[config.mk]
export PLATFORM = sky130hd
export DESIGN_NAME = two_button_brightness_mode_controller
export DESIGN_NICKNAME = d
export VERILOG_FILES = /design/src/sv/tbbmc_pkg.sv /design/src/sv/two_button_brightness_mode_controller.sv /design/src/sv/tbbmc_key.sv
export SDC_FILE = /design/constraint.sdc
export NUM_CORES = 2
export LEC_CHECK = 0
export BUFFER_PORTS_ARGS = -buffer_cell sky130_fd_sc_hd__buf_4
export CAP_MARGIN = 20
export CORE_MARGIN = 10
export CORE_UTILIZATION = 45
export CTS_CLUSTER_DIAMETER = 30
export DETAILED_ROUTE_END_ITERATION = 16
export GPL_TIMING_DRIVEN = 0
export PLACE_DENSITY_LB_ADDON = 0.25
export SLEW_MARGIN = 20
export SYNTH_ARGS = -nofsm -noshare
export SYNTH_HDL_FRONTEND = slang
export SYNTH_SLANG_ARGS = --single-unit
[constraint.sdc]
create_clock -name aclk -period 8.4 [get_ports aclk]
set_input_delay 0.84 -clock aclk [delete_from_list [all_inputs] [get_ports aclk]]
set_output_delay 0.84 -clock aclk [all_outputs]
set_load 0.01 [all_outputs]
[src/sv/tbbmc_pkg.sv]
// ----------------------------------------------------------------------------
// tbbmc_pkg
// Shared types and constants of the two-button brightness and mode controller.
// ----------------------------------------------------------------------------
package tbbmc_pkg;

    localparam int LEVEL_STEPS_DEFAULT = 20;

    localparam int CFG_W      = 16;
    localparam int CFG_IDX_W  = 3;
    localparam int TIME_W     = 32;
    localparam int PHASE_W    = 16;
    localparam int LEVEL_OUT_W = 5;

    // register indexes
    localparam logic [CFG_IDX_W-1:0] CFG_DEBOUNCE_TIME   = 3'd0;
    localparam logic [CFG_IDX_W-1:0] CFG_REPEAT_DELAY    = 3'd1;
    localparam logic [CFG_IDX_W-1:0] CFG_REPEAT_INTERVAL = 3'd2;
    localparam logic [CFG_IDX_W-1:0] CFG_DC_WINDOW       = 3'd3;
    localparam logic [CFG_IDX_W-1:0] CFG_RAINBOW_PERIOD  = 3'd4;
    localparam logic [CFG_IDX_W-1:0] CFG_RUNNING_PERIOD  = 3'd5;

    // register reset values
    localparam logic [CFG_W-1:0] RST_DEBOUNCE_TIME   = 16'd50;
    localparam logic [CFG_W-1:0] RST_REPEAT_DELAY    = 16'd300;
    localparam logic [CFG_W-1:0] RST_REPEAT_INTERVAL = 16'd100;
    localparam logic [CFG_W-1:0] RST_DC_WINDOW       = 16'd300;
    localparam logic [CFG_W-1:0] RST_RAINBOW_PERIOD  = 16'd50;
    localparam logic [CFG_W-1:0] RST_RUNNING_PERIOD  = 16'd150;

    // display modes
    localparam logic [1:0] MODE_WHITE   = 2'd0;
    localparam logic [1:0] MODE_RAINBOW = 2'd1;
    localparam logic [1:0] MODE_RUNNING = 2'd2;

    typedef enum logic [1:0] {
        ACT_NONE   = 2'd0,
        ACT_STEP   = 2'd1,
        ACT_DOUBLE = 2'd2
    } key_act_t;

    typedef struct packed {
        logic [CFG_W-1:0] debounce_time;
        logic [CFG_W-1:0] repeat_delay;
        logic [CFG_W-1:0] repeat_interval;
        logic [CFG_W-1:0] dc_window;
    } key_cfg_t;

    typedef struct packed {
        logic step;           // sample is handled by the key logic
        logic clear_pending;  // mode step drops any pending click
    } key_ctrl_t;

    typedef struct packed {
        logic [TIME_W-1:0] time_ms;
        logic              up_level;
        logic              down_level;
    } in_item_t;

    typedef struct packed {
        logic [1:0]             display_mode;
        logic [LEVEL_OUT_W-1:0] brightness_level;
        logic                   white_refresh;
        logic                   blank_all;
        logic                   frame_due;
        logic [PHASE_W-1:0]     frame_phase;
    } out_item_t;

endpackage

[src/sv/two_button_brightness_mode_controller.sv]
// ----------------------------------------------------------------------------
// two_button_brightness_mode_controller
// Two-key brightness and display-mode controller with frame timing.
// ----------------------------------------------------------------------------
// Usage:
//   s_valid/s_ready/s_data carry one key sample (timestamp, up and down
//   levels). m_valid/m_ready/m_data carry one result per sample: display
//   mode, brightness level, white refresh, blank flag, frame due and phase.
//   cfg_we/cfg_index/cfg_wdata write the six timing registers, one per write;
//   writes to indexes beyond the list are dropped. Write only while idle.
// Result timing and flow:
//   a result appears in the cycle after its sample transfer; one sample per
//   cycle is taken while the receiver keeps m_ready high, set by the single
//   result register after the key and frame logic.
// Reset:
//   aresetn low clears mode, level, key state, phase and frame time and loads
//   the register defaults; no result is pending afterwards.
// Stall:
//   while m_ready is low with a result held, s_ready drops and the result
//   stays in place; a sample is still taken in the cycle the result leaves.
// ----------------------------------------------------------------------------
module two_button_brightness_mode_controller
    import tbbmc_pkg::*;
#(
    parameter int LEVEL_STEPS = LEVEL_STEPS_DEFAULT
) (
    input  logic                 aclk,
    input  logic                 aresetn,
    input  logic                 s_valid,
    output logic                 s_ready,
    input  in_item_t             s_data,
    output logic                 m_valid,
    input  logic                 m_ready,
    output out_item_t            m_data,
    input  logic                 cfg_we,
    input  logic [CFG_IDX_W-1:0] cfg_index,
    input  logic [CFG_W-1:0]     cfg_wdata
);

    localparam int LW = $clog2(LEVEL_STEPS + 1);
    localparam logic [LW-1:0] LEVEL_MAX = LW'(LEVEL_STEPS);

    // configuration
    logic [CFG_W-1:0] debounce_reg, delay_reg, interval_reg, window_reg;
    logic [CFG_W-1:0] rainbow_reg, running_reg;

    always_ff @(posedge aclk) begin
        if (!aresetn) begin
            debounce_reg <= RST_DEBOUNCE_TIME;
            delay_reg    <= RST_REPEAT_DELAY;
            interval_reg <= RST_REPEAT_INTERVAL;
            window_reg   <= RST_DC_WINDOW;
            rainbow_reg  <= RST_RAINBOW_PERIOD;
            running_reg  <= RST_RUNNING_PERIOD;
        end else if (cfg_we) begin
            case (cfg_index)
                CFG_DEBOUNCE_TIME:   debounce_reg <= cfg_wdata;
                CFG_REPEAT_DELAY:    delay_reg    <= cfg_wdata;
                CFG_REPEAT_INTERVAL: interval_reg <= cfg_wdata;
                CFG_DC_WINDOW:       window_reg   <= cfg_wdata;
                CFG_RAINBOW_PERIOD:  rainbow_reg  <= cfg_wdata;
                CFG_RUNNING_PERIOD:  running_reg  <= cfg_wdata;
                default: ;
            endcase
        end
    end

    key_cfg_t key_cfg;
    assign key_cfg = '{debounce_time:   debounce_reg,
                       repeat_delay:    delay_reg,
                       repeat_interval: interval_reg,
                       dc_window:       window_reg};

    // block state
    logic [1:0]         mode_reg, mode_next;
    logic [LW-1:0]      level_reg, level_next;
    logic               both_reg, both_next;
    logic [PHASE_W-1:0] phase_reg, phase_next;
    logic [TIME_W-1:0]  frame_time_reg, frame_time_next;
    logic               m_valid_reg;
    out_item_t          m_data_reg, m_data_next;

    logic        accept;
    logic        up_pressed, down_pressed, both_now, mode_step;
    key_ctrl_t   key_ctrl;
    key_act_t    up_act, down_act;

    assign s_ready      = !m_valid_reg || m_ready;
    assign accept       = s_valid && s_ready;
    assign up_pressed   = !s_data.up_level;
    assign down_pressed = !s_data.down_level;
    assign both_now     = up_pressed && down_pressed;
    assign mode_step    = both_now && !both_reg;

    assign key_ctrl = '{step: accept && !both_now,
                        clear_pending: accept && mode_step};

    tbbmc_key u_up_key (
        .aclk    (aclk),
        .aresetn (aresetn),
        .ctrl    (key_ctrl),
        .pressed (up_pressed),
        .now     (s_data.time_ms),
        .cfg     (key_cfg),
        .act     (up_act)
    );

    tbbmc_key u_down_key (
        .aclk    (aclk),
        .aresetn (aresetn),
        .ctrl    (key_ctrl),
        .pressed (down_pressed),
        .now     (s_data.time_ms),
        .cfg     (key_cfg),
        .act     (down_act)
    );

    logic [LW-1:0]          level_mid;
    logic [PHASE_W-1:0]     phase_mid;
    logic [CFG_W-1:0]       period;
    logic [TIME_W-1:0]      since_frame;
    logic                   refresh, blank, due, animated;
    logic [LW+LEVEL_OUT_W-1:0] level_ext;

    assign since_frame = s_data.time_ms - frame_time_reg;

    always_comb begin
        mode_next  = mode_reg;
        level_mid  = level_reg;
        level_next = level_reg;
        both_next  = both_now;
        phase_mid  = phase_reg;
        refresh    = 1'b0;
        blank      = 1'b0;

        if (both_now) begin
            if (mode_step) begin
                mode_next = (mode_reg == MODE_RUNNING) ? MODE_WHITE : mode_reg + 2'd1;
                if (mode_next == MODE_WHITE) begin
                    refresh = 1'b1;
                end else begin
                    phase_mid = '0;
                end
            end
        end else begin
            case (up_act)
                ACT_DOUBLE: level_mid = LEVEL_MAX;
                ACT_STEP:   level_mid = (level_reg < LEVEL_MAX) ? level_reg + 1'b1
                                                                : LEVEL_MAX;
                default:    level_mid = level_reg;
            endcase
            case (down_act)
                ACT_DOUBLE: level_next = '0;
                ACT_STEP:   level_next = (level_mid != '0) ? level_mid - 1'b1 : level_mid;
                default:    level_next = level_mid;
            endcase
            if ((up_act != ACT_NONE || down_act != ACT_NONE) && mode_reg == MODE_WHITE) begin
                refresh = 1'b1;
            end
            if (down_act == ACT_DOUBLE && mode_reg != MODE_WHITE) begin
                blank = 1'b1;
            end
        end

        // frames run on the mode as it stands after key handling
        animated        = (mode_next == MODE_RAINBOW) || (mode_next == MODE_RUNNING);
        period          = (mode_next == MODE_RAINBOW) ? rainbow_reg : running_reg;
        due             = animated && (since_frame >= TIME_W'(period));
        phase_next      = due ? phase_mid + 1'b1 : phase_mid;
        frame_time_next = due ? s_data.time_ms : frame_time_reg;

        level_ext   = {{LEVEL_OUT_W{1'b0}}, level_next};
        m_data_next = '{display_mode:     mode_next,
                        brightness_level: level_ext[LEVEL_OUT_W-1:0],
                        white_refresh:    refresh,
                        blank_all:        blank,
                        frame_due:        due,
                        frame_phase:      due ? phase_mid : '0};
    end

    always_ff @(posedge aclk) begin
        if (!aresetn) begin
            mode_reg       <= MODE_WHITE;
            level_reg      <= '0;
            both_reg       <= 1'b0;
            phase_reg      <= '0;
            frame_time_reg <= '0;
            m_valid_reg    <= 1'b0;
        end else begin
            if (accept) begin
                mode_reg       <= mode_next;
                level_reg      <= level_next;
                both_reg       <= both_next;
                phase_reg      <= phase_next;
                frame_time_reg <= frame_time_next;
                m_valid_reg    <= 1'b1;
            end else if (m_ready) begin
                m_valid_reg    <= 1'b0;
            end
        end
    end

    always_ff @(posedge aclk) begin
        if (accept) begin
            m_data_reg <= m_data_next;
        end
    end

    assign m_valid = m_valid_reg;
    assign m_data  = m_data_reg;

    a_mode_range: assert property (@(posedge aclk) disable iff (!aresetn)
        mode_reg != 2'd3)
        else $error("display mode out of range");

    a_level_range: assert property (@(posedge aclk) disable iff (!aresetn)
        level_reg <= LEVEL_MAX)
        else $error("brightness level above full");

    a_phase_idle: assert property (@(posedge aclk) disable iff (!aresetn)
        (m_valid && !m_data.frame_due) |-> (m_data.frame_phase == '0))
        else $error("frame phase set without due frame");

    a_blank_mode: assert property (@(posedge aclk) disable iff (!aresetn)
        (m_valid && m_data.blank_all) |-> (m_data.display_mode != MODE_WHITE))
        else $error("blank in white mode");

    a_frame_time: assert property (@(posedge aclk) disable iff (!aresetn)
        (accept && due) |=> (frame_time_reg == $past(s_data.time_ms)
                             && m_data.frame_due))
        else $error("frame time not captured");

endmodule

[src/sv/tbbmc_key.sv]
// ----------------------------------------------------------------------------
// tbbmc_key
// One key: debounce, auto-repeat and double-click detection with its state.
// ----------------------------------------------------------------------------
module tbbmc_key
    import tbbmc_pkg::*;
(
    input  logic              aclk,
    input  logic              aresetn,
    input  key_ctrl_t         ctrl,
    input  logic              pressed,
    input  logic [TIME_W-1:0] now,
    input  key_cfg_t          cfg,
    output key_act_t          act
);

    logic              held_reg, held_next;
    logic              pending_reg, pending_next;
    logic [TIME_W-1:0] release_reg, release_next;
    logic [TIME_W-1:0] repeat_reg, repeat_next;
    logic [TIME_W-1:0] click_reg, click_next;

    logic [TIME_W-1:0] since_release, since_repeat, since_click;
    logic [TIME_W-1:0] click_mid, since_click_mid;
    logic              pending_mid;
    logic              press_ok, repeat_ok, click_ok;

    assign since_release = now - release_reg;
    assign since_repeat  = now - repeat_reg;
    assign since_click   = now - click_reg;

    assign press_ok  = !held_reg && (since_release > TIME_W'(cfg.debounce_time));
    assign repeat_ok = held_reg && (since_repeat > TIME_W'(cfg.repeat_delay));
    assign click_ok  = pending_reg && (since_click <= TIME_W'(cfg.dc_window));

    // release path: record click time, then age it out
    assign pending_mid     = pending_reg | held_reg;
    assign click_mid       = (held_reg && !pending_reg) ? now : click_reg;
    assign since_click_mid = now - click_mid;

    always_comb begin
        act = ACT_NONE;
        if (pressed) begin
            if (press_ok) begin
                act = click_ok ? ACT_DOUBLE : ACT_STEP;
            end else if (repeat_ok) begin
                act = ACT_STEP;
            end
        end
    end

    always_comb begin
        held_next    = held_reg;
        pending_next = pending_reg;
        release_next = release_reg;
        repeat_next  = repeat_reg;
        click_next   = click_reg;
        if (ctrl.clear_pending) begin
            pending_next = 1'b0;
        end else if (ctrl.step) begin
            if (pressed) begin
                if (press_ok) begin
                    held_next   = 1'b1;
                    repeat_next = now;
                    if (click_ok) begin
                        pending_next = 1'b0;
                    end
                end else if (repeat_ok) begin
                    pending_next = 1'b0;
                    repeat_next  = now - (TIME_W'(cfg.repeat_delay)
                                          - TIME_W'(cfg.repeat_interval));
                end
            end else begin
                click_next   = click_mid;
                pending_next = pending_mid &&
                               !(since_click_mid > TIME_W'(cfg.dc_window));
                held_next    = 1'b0;
                release_next = now;
            end
        end
    end

    always_ff @(posedge aclk) begin
        if (!aresetn) begin
            held_reg    <= 1'b0;
            pending_reg <= 1'b0;
            release_reg <= '0;
            repeat_reg  <= '0;
            click_reg   <= '0;
        end else begin
            held_reg    <= held_next;
            pending_reg <= pending_next;
            release_reg <= release_next;
            repeat_reg  <= repeat_next;
            click_reg   <= click_next;
        end
    end

    // a counted press leaves the key held
    a_press_holds: assert property (@(posedge aclk) disable iff (!aresetn)
        (ctrl.step && !ctrl.clear_pending && pressed && act != ACT_NONE)
            |=> held_reg)
        else $error("key not held after press or repeat");

    // a double click needs a pending click
    a_double_pending: assert property (@(posedge aclk) disable iff (!aresetn)
        (act == ACT_DOUBLE) |-> pending_reg)
        else $error("double click without pending click");

    // a handled release always clears held and stamps the release time
    a_release: assert property (@(posedge aclk) disable iff (!aresetn)
        (ctrl.step && !ctrl.clear_pending && !pressed)
            |=> (!held_reg && release_reg == $past(now)))
        else $error("release not recorded");

endmodule

# Word-level counts from Yosys, hierarchy flattened
# Index checks and enable logic that the tools add are counted.
[totals]
out_inout_bits = 28
reg_bits = 375
elab_cells = 182
[op_classes]
order_cmp = 10
bitwise = 6
n_mux = 47
n_reduce_logical = 62
eq_ne = 14
add_sub_neg = 15
[op_table]
columns = ["cell", "count"]
rows = [
  ["subtractor 32 bit", 10],
  ["> comparator 32 x 16 -> 1 bit", 6],
  ["two-way mux 32 bit", 6],
  ["two-way mux 16 bit", 5],
  ["less-or-equal comparator 32 x 16 -> 1 bit", 2],
  ["greater-or-equal comparator 32 x 16 -> 1 bit", 1],
  ["two-way mux 1 bit", 21],
  ["two-way mux 5 bit", 4],
  ["case mux 5 bit (2 select lines)", 2],
  ["logical AND 1 bit", 18],
  ["two-way mux 2 bit", 9],
  ["AND reduction 3 bit", 6],
  ["subtractor 16 x 16 -> 17 bit", 1],
  ["adder 16 x 1 -> 16 bit, second input constant", 1],
  ["nonzero test 2 bit", 8],
  ["AND reduction 2 bit", 7],
  ["zero test 1 bit", 11],
  ["== test 2 bit, second input constant", 4],
  ["AND reduction 4 bit", 2],
  ["== test 2 x 1 -> 1 bit, second input constant", 3],
  ["== test 3 x 2 -> 1 bit, second input constant", 2],
  ["== test 3 bit, second input constant", 2],
  ["!= test 3 bit, second input constant", 2],
  ["nonzero test 3 bit", 2],
  ["12 further kinds", 19],
]

# Depth between registers and ports, before layout
[logic_depth]
depth_word = 13
depth_mapped = 37
mapped_depth_nobuf = 36

# By module
# A second synthesis with hierarchy kept.
[hier_totals]
hier_cells = 5518
area_unflattened_um2 = 40472.6
[by_module_without_submodules]
columns = ["mod", "cells_each", "seq_area_each_um2", "instances", "area_each_um2"]
rows = [
  ["tbbmc_key (u_up_key)", 2133, 1961.9, 1, 15378.5],
  ["tbbmc_key (u_down_key)", 2156, 1961.9, 1, 15305.9],
  ["two_button_brightness_mode_controller", 1229, 3843.7, 1, 9788.1],
]

# Worst setup path after synthesis
# No wires, ideal clock.
[synth_timing]
kind = "input to register"
startpoint = "input s_data[2] in the netlist's numbering"
endpoint = "register m_data_reg, in the netlist m_data[22] (data pin)"
path_stages = 31
slack_ns = 1.030
setup_ns = 0.270
n_path_buf = 1
arrival_ns = 7.100
cell_sequence = "inv_1 -> ha_1 -> fa_1 -> nand2b_1 -> a21o_1 -> a21oi_1 -> a41oi_1 -> o21bai_1 -> a21oi_1 -> xnor2_1 -> ha_1 -> nand4_1 -> or4_1 -> a21oi_1 -> o311ai_0 -> or4_1 -> or4_1 -> or4_1 -> and2_1 -> nor2b_4 -> ha_1 -> clkbuf_1 -> o32ai_1 -> nor2b_1 -> nand3b_1 -> nand2_1 -> inv_1 -> nand2_1 -> nor3_1 -> a21oi_1 -> a21oi_1"
[synth_between]
elab_chain_cells = 13
elab_cells_between_ends = 37
cone_classes = "add/sub (7); order compare (6); eq/ne (4); mux (13); reduce/logical (7)"
[synth_rtl]
columns = ["item", "line", "rtl"]
rows = [
  ["start, declared", "two_button_brightness_mode_controller.sv:31", "input in_item_t s_data,"],
  ["subtractor 32 bit, on equally long branches", "tbbmc_key.sv:29, tbbmc_key.sv:30", ""],
  ["> comparator 32 x 16 -> 1 bit / less-or-equal comparator 32 x 16 -> 1 bit (equally long branches)", "tbbmc_key.sv:33, tbbmc_key.sv:34", ""],
  ["logical AND 1 bit, on equally long branches", "tbbmc_key.sv:33, tbbmc_key.sv:34", ""],
  ["two-way mux 1 bit / two-way mux 2 bit (equally long branches)", "tbbmc_key.sv:46, tbbmc_key.sv:45", ""],
  ["two-way mux 2 bit", "tbbmc_key.sv:44", "if (press_ok) begin"],
  ["two-way mux 2 bit", "tbbmc_key.sv:43", "if (pressed) begin"],
  ["== test 2 x 1 -> 1 bit / == test 2 bit (equally long branches)", "two_button_brightness_mode_controller.sv:146", "case (up_act)"],
  ["case mux 5 bit (2 select lines)", "two_button_brightness_mode_controller.sv:146", ""],
  ["two-way mux 5 bit", "two_button_brightness_mode_controller.sv:136", "if (both_now) begin"],
  ["subtractor 5 x 1 -> 5 bit / nonzero test 5 bit (equally long branches)", "two_button_brightness_mode_controller.sv:154", "ACT_STEP: level_next = (level_mid != '0) ? level_mid - 1'b1 : level_mid;"],
  ["two-way mux 5 bit", "two_button_brightness_mode_controller.sv:154", ""],
  ["case mux 5 bit (2 select lines) (*)", "two_button_brightness_mode_controller.sv:152", "case (down_act)"],
  ["two-way mux 5 bit (*)", "two_button_brightness_mode_controller.sv:136", ""],
  ["named net level_next[3]", "two_button_brightness_mode_controller.sv:76", "logic [LW-1:0] level_reg, level_next;"],
  ["end signal, assigned", "two_button_brightness_mode_controller.sv:205", "m_data_reg <= m_data_next;"],
  ["end, declared", "two_button_brightness_mode_controller.sv:81", "out_item_t m_data_reg, m_data_next;"],
]
# The timed path passes the listed nets; every way through them passes the cells marked *. The select of a mux whose other input is x is not followed.
# A chain may end at the register's enable or synchronous reset.

# Final worst setup path
[layout_timing]
startpoint = "input s_data[2] in the netlist's numbering"
endpoint = "register m_data_reg, in the netlist m_data[23] (data pin)"
# Same word-level chain as after synthesis.

==> flow_summary.toml <==
[outcome]
status = "finished, final reports clean"

[critical_path]
r2r_slack_ns = 0.82
r2r_cells = 30
critPathLaunchType = "input port"
crit_slowest_cell = "or4_1"
cpMostUsedCell = "or4_1"
critPathMaxStageDelay_ns = 0.57
cp.arrival_ns = 8.42
reg2reg_from = "u_up_key.click_reg[0]"
crit_path_start = "s_data[2]"
cp.required_ns = 8.81
cp-endpoint = "m_data[23]"
path_max_fanout = 10
r2r-end = "m_data[23]"
crit_path_end_kind = "flip-flop"
path_class = "in2reg"

[pwr]
p_leak_nw = 17.0
peakVddDrop_uv = 147
p_per_area_mw_per_mm2 = 205
power_mw = 8.72

[placement]
port_buffers = 84
dp_hpwl_um = 96100
place_area_mm2 = 0.0389
gp_congestion = 0.941

[drt]
ant_nets = 0
routed_wl_um = 129000
drt-wirelength-per-cell_um = 20.6
dr.pass1.iters = 5
vias = 37205
drt_iter0_markers = 2988
drc = 0
viasPerCell = 5.96

[sta]
maxSlewViolCount = 0
hold_viol = 0
fmax_mhz = 125
worstMarginPinSlew_ns = 1.10
fin_crit_sh = 0.954
relSlewSlack = 0.266
min_period_ns = 8.01
holdWs_ns = 0.428
setup_viol = 0
rsz0062_at_grt = "no"
fin_skew_ns = 0.0336

[worst_hold_path]
hold_path_class = "in2reg"

[final_layout]
fin_nets = 5637
fill_cells = 7976
drive_above_1_share = 0.0725
regArea_mm2 = 0.00777
syn2layout_area_growth_pct = 15.1
multi_input_area_mm2 = 0.0270
final_area_mm2 = 0.0425

[floorplanning]
ios = 86
coreArea_mm2 = 0.0817
die_w_um = 307
placementRows = 105
die_area_mm2 = 0.0939
fp.dieH_um = 307
initial_utilization = 0.452

[clock_tree]
clkSlewWorstSetupHoldPaths_ns = 0.05
clock_sinks = 375
cts_tree = "yes"
clock_latency_ns = 0.67
clockBufferDepth = 3
numCtsBuffers = 99
htree_levels = 3
postCtsHoldBufs = 0
ctsRootBufferMaster = "clkbuf_16"

[synth]
synth_mux_area_frac = 0.0474
avgSynthCellArea_um2 = 7.55
synth_compound_area_frac = 0.262
synth_fp_nets = 5444
ys_ff_latch = 375
synthXorXnorAreaFrac = 0.0543
synthTopCellsByArea = "dfxtp_1 (19%), ha_1 (16%), a21oi_1 (7.0%)"
synth.largest_area_cell = "dfxtp_1"
synth-simple-area-share = 0.199
syn_area_mm2 = 0.0369
synthCells = 4894
synthAdderAreaFrac = 0.169
synth_top_family_by_area = "compound AO/OA/AOI/OAI gates"
synth_edf_count = 26
ys_async_sr_fraction = 0
ys_seq_area_frac = 0.210
yosysTopAreaCellShare = 0.189
ys_types = 96
yosysWarnings = 0
synth_ff_type = "dfxtp_1"

[global_routing]
antenna_found_initial = 5
grt_pass1_wl_um = 197000
grt_pass1_vias = 34691
overflow = 0
grt_usage = 0.263
grt_max_degree = 34

[run]
drv_cap = 0
==> critical path, delay by kind of cell <==
kind / cells / cell delay (ns)
compound gates: 10 / 1.80
xor+xnor: 1 / 0.14
fa+ha+maj: 4 / 1.47
buf+inv: 3 / 0.57
simple gates: 14 / 3.56
==> power breakdown <==
part | total (mW) | internal [mW] | leakage [nW] | switching [mW]
combinational | 2.87 | 1.12 | 12.3 | 1.75
clock | 3.91 | 2.61 | 1.66 | 1.30
sequential | 1.94 | 1.89 | 3.10 | 0.0504
==> placed cells by master, fill, tap and decap left out, types with 152 or more instances in the layout <==
master    synthesis  routed
mux2i_1         159     159
nor2_1          324     324
dfxtp_1         349     349
clkbuf_1        146     153
o21ai_0         218     217
ha_1            481     480
nand2_1         585     585
inv_1           369     367
a21o_1          152     152
a21oi_1         517     514
==> worst min-delay path by stage <==
stage / from / to / slack, ns / cells after the start
final: s_valid / m_valid / 0.43 / 3
after global routing: s_valid / m_valid / 0.44 / 3
after CTS: s_valid / m_valid / 0.41 / 3
after detailed placement: u_up_key.release_reg[21] / u_up_key.release_reg[21] / 0.45 / 2
after global placement: running_reg[14] / running_reg[14] / 0.44 / 2
after floorplan: rainbow_reg[0] / rainbow_reg[0] / 0.43 / 2
==> metrics by stage <==
| step | cells | worst slack, ns | util | TNS (ns) |
|---|---|---|---|---|
| after floorplan | 4894 | 1.03 | - | 0 |
| after global placement | 6048 | -0.894 | 0.476 | -7.44 |
| final | 6244 | 0.389 | 0.520 | 0 |
| after detailed placement | 6049 | -0.837 | 0.476 | -7.07 |
| after global routing | 6244 | 0.0429 | 0.520 | 0 |
| after CTS | 6241 | 0.0735 | 0.520 | 0 |
==> cell families (layout without fill, tap and decap cells) <==
logic type,count (synthesis),after routing
AND/OR/NAND/NOR,1561,1561
AO/OA/AOI/OAI,1501,1501
buffers and inverters,564,843
adder cells (fa/ha/maj),492,492
flip-flops,375,375
XOR/XNOR,229,229
multiplexers,172,172
other,0,1
==> per-layer routing <==
layer	vias to the layer above	wire length [um]	global-route usage	part of all wire
met5	-	32	0	0.00025
met4	4	6010	0.114	0.047
met3	323	8480	0.0424	0.066
met2	1257	58600	0.435	0.45
met1	17394	55900	0.334	0.43
li1	18227	-	-	-
==> cell type report <==
class / instances / share of cell area
Antenna cell: 1 / 0.0000588
Clock buffer: 122 / 0.0636
Sequential cell: 375 / 0.183
Tap cell: 1070 / 0.0315
Clock inverter: 65 / 0.0180
Multi-Input combinational cell: 3955 / 0.636
Timing Repair Buffer: 93 / 0.0171
Buffer: 192 / 0.0182
Inverter: 371 / 0.0329
==> what timing repair did <==
| action | CTS | global route |
|---|---|---|
| setup buffers | 5 | 3 |
| gates resized for setup | 3 | 8 |
| pin swaps | 0 | 1 |
| setup endpoints to repair | 6 | 10 |
==> cell usage after synthesis, types with 12 or more instances <==
| library cell | number |
|---|---|
| nor4_1 | 23 |
| clkbuf_1 | 146 |
| a211oi_1 | 139 |
| nand3_1 | 143 |
| o21bai_1 | 29 |
| and4_1 | 12 |
| xor2_1 | 86 |
| a221oi_1 | 12 |
| or3_1 | 18 |
| a2111oi_0 | 15 |
| a21o_1 | 152 |
| edfxtp_1 | 26 |
| nand2b_1 | 65 |
| buf_2 | 25 |
| nor2_1 | 324 |
| o221ai_1 | 12 |
| and3_1 | 46 |
| and2_1 | 53 |
| o21a_1 | 62 |
| o2111ai_1 | 15 |
| a21oi_1 | 517 |
| inv_1 | 369 |
| mux2_2 | 12 |
| nor3_1 | 85 |
| ha_1 | 481 |
| nand4_1 | 90 |
| o211ai_1 | 56 |
| o21ai_0 | 218 |
| nor2b_1 | 47 |
| nand2_1 | 585 |
| mux2i_1 | 159 |
| a211o_1 | 17 |
| a31oi_1 | 56 |
| dfxtp_1 | 349 |
| o31ai_1 | 48 |
| buf_1 | 16 |
| o31a_1 | 14 |
| or4_1 | 16 |
| or2_2 | 14 |
| xnor2_1 | 143 |
Power figures use the tool's default switching activity.
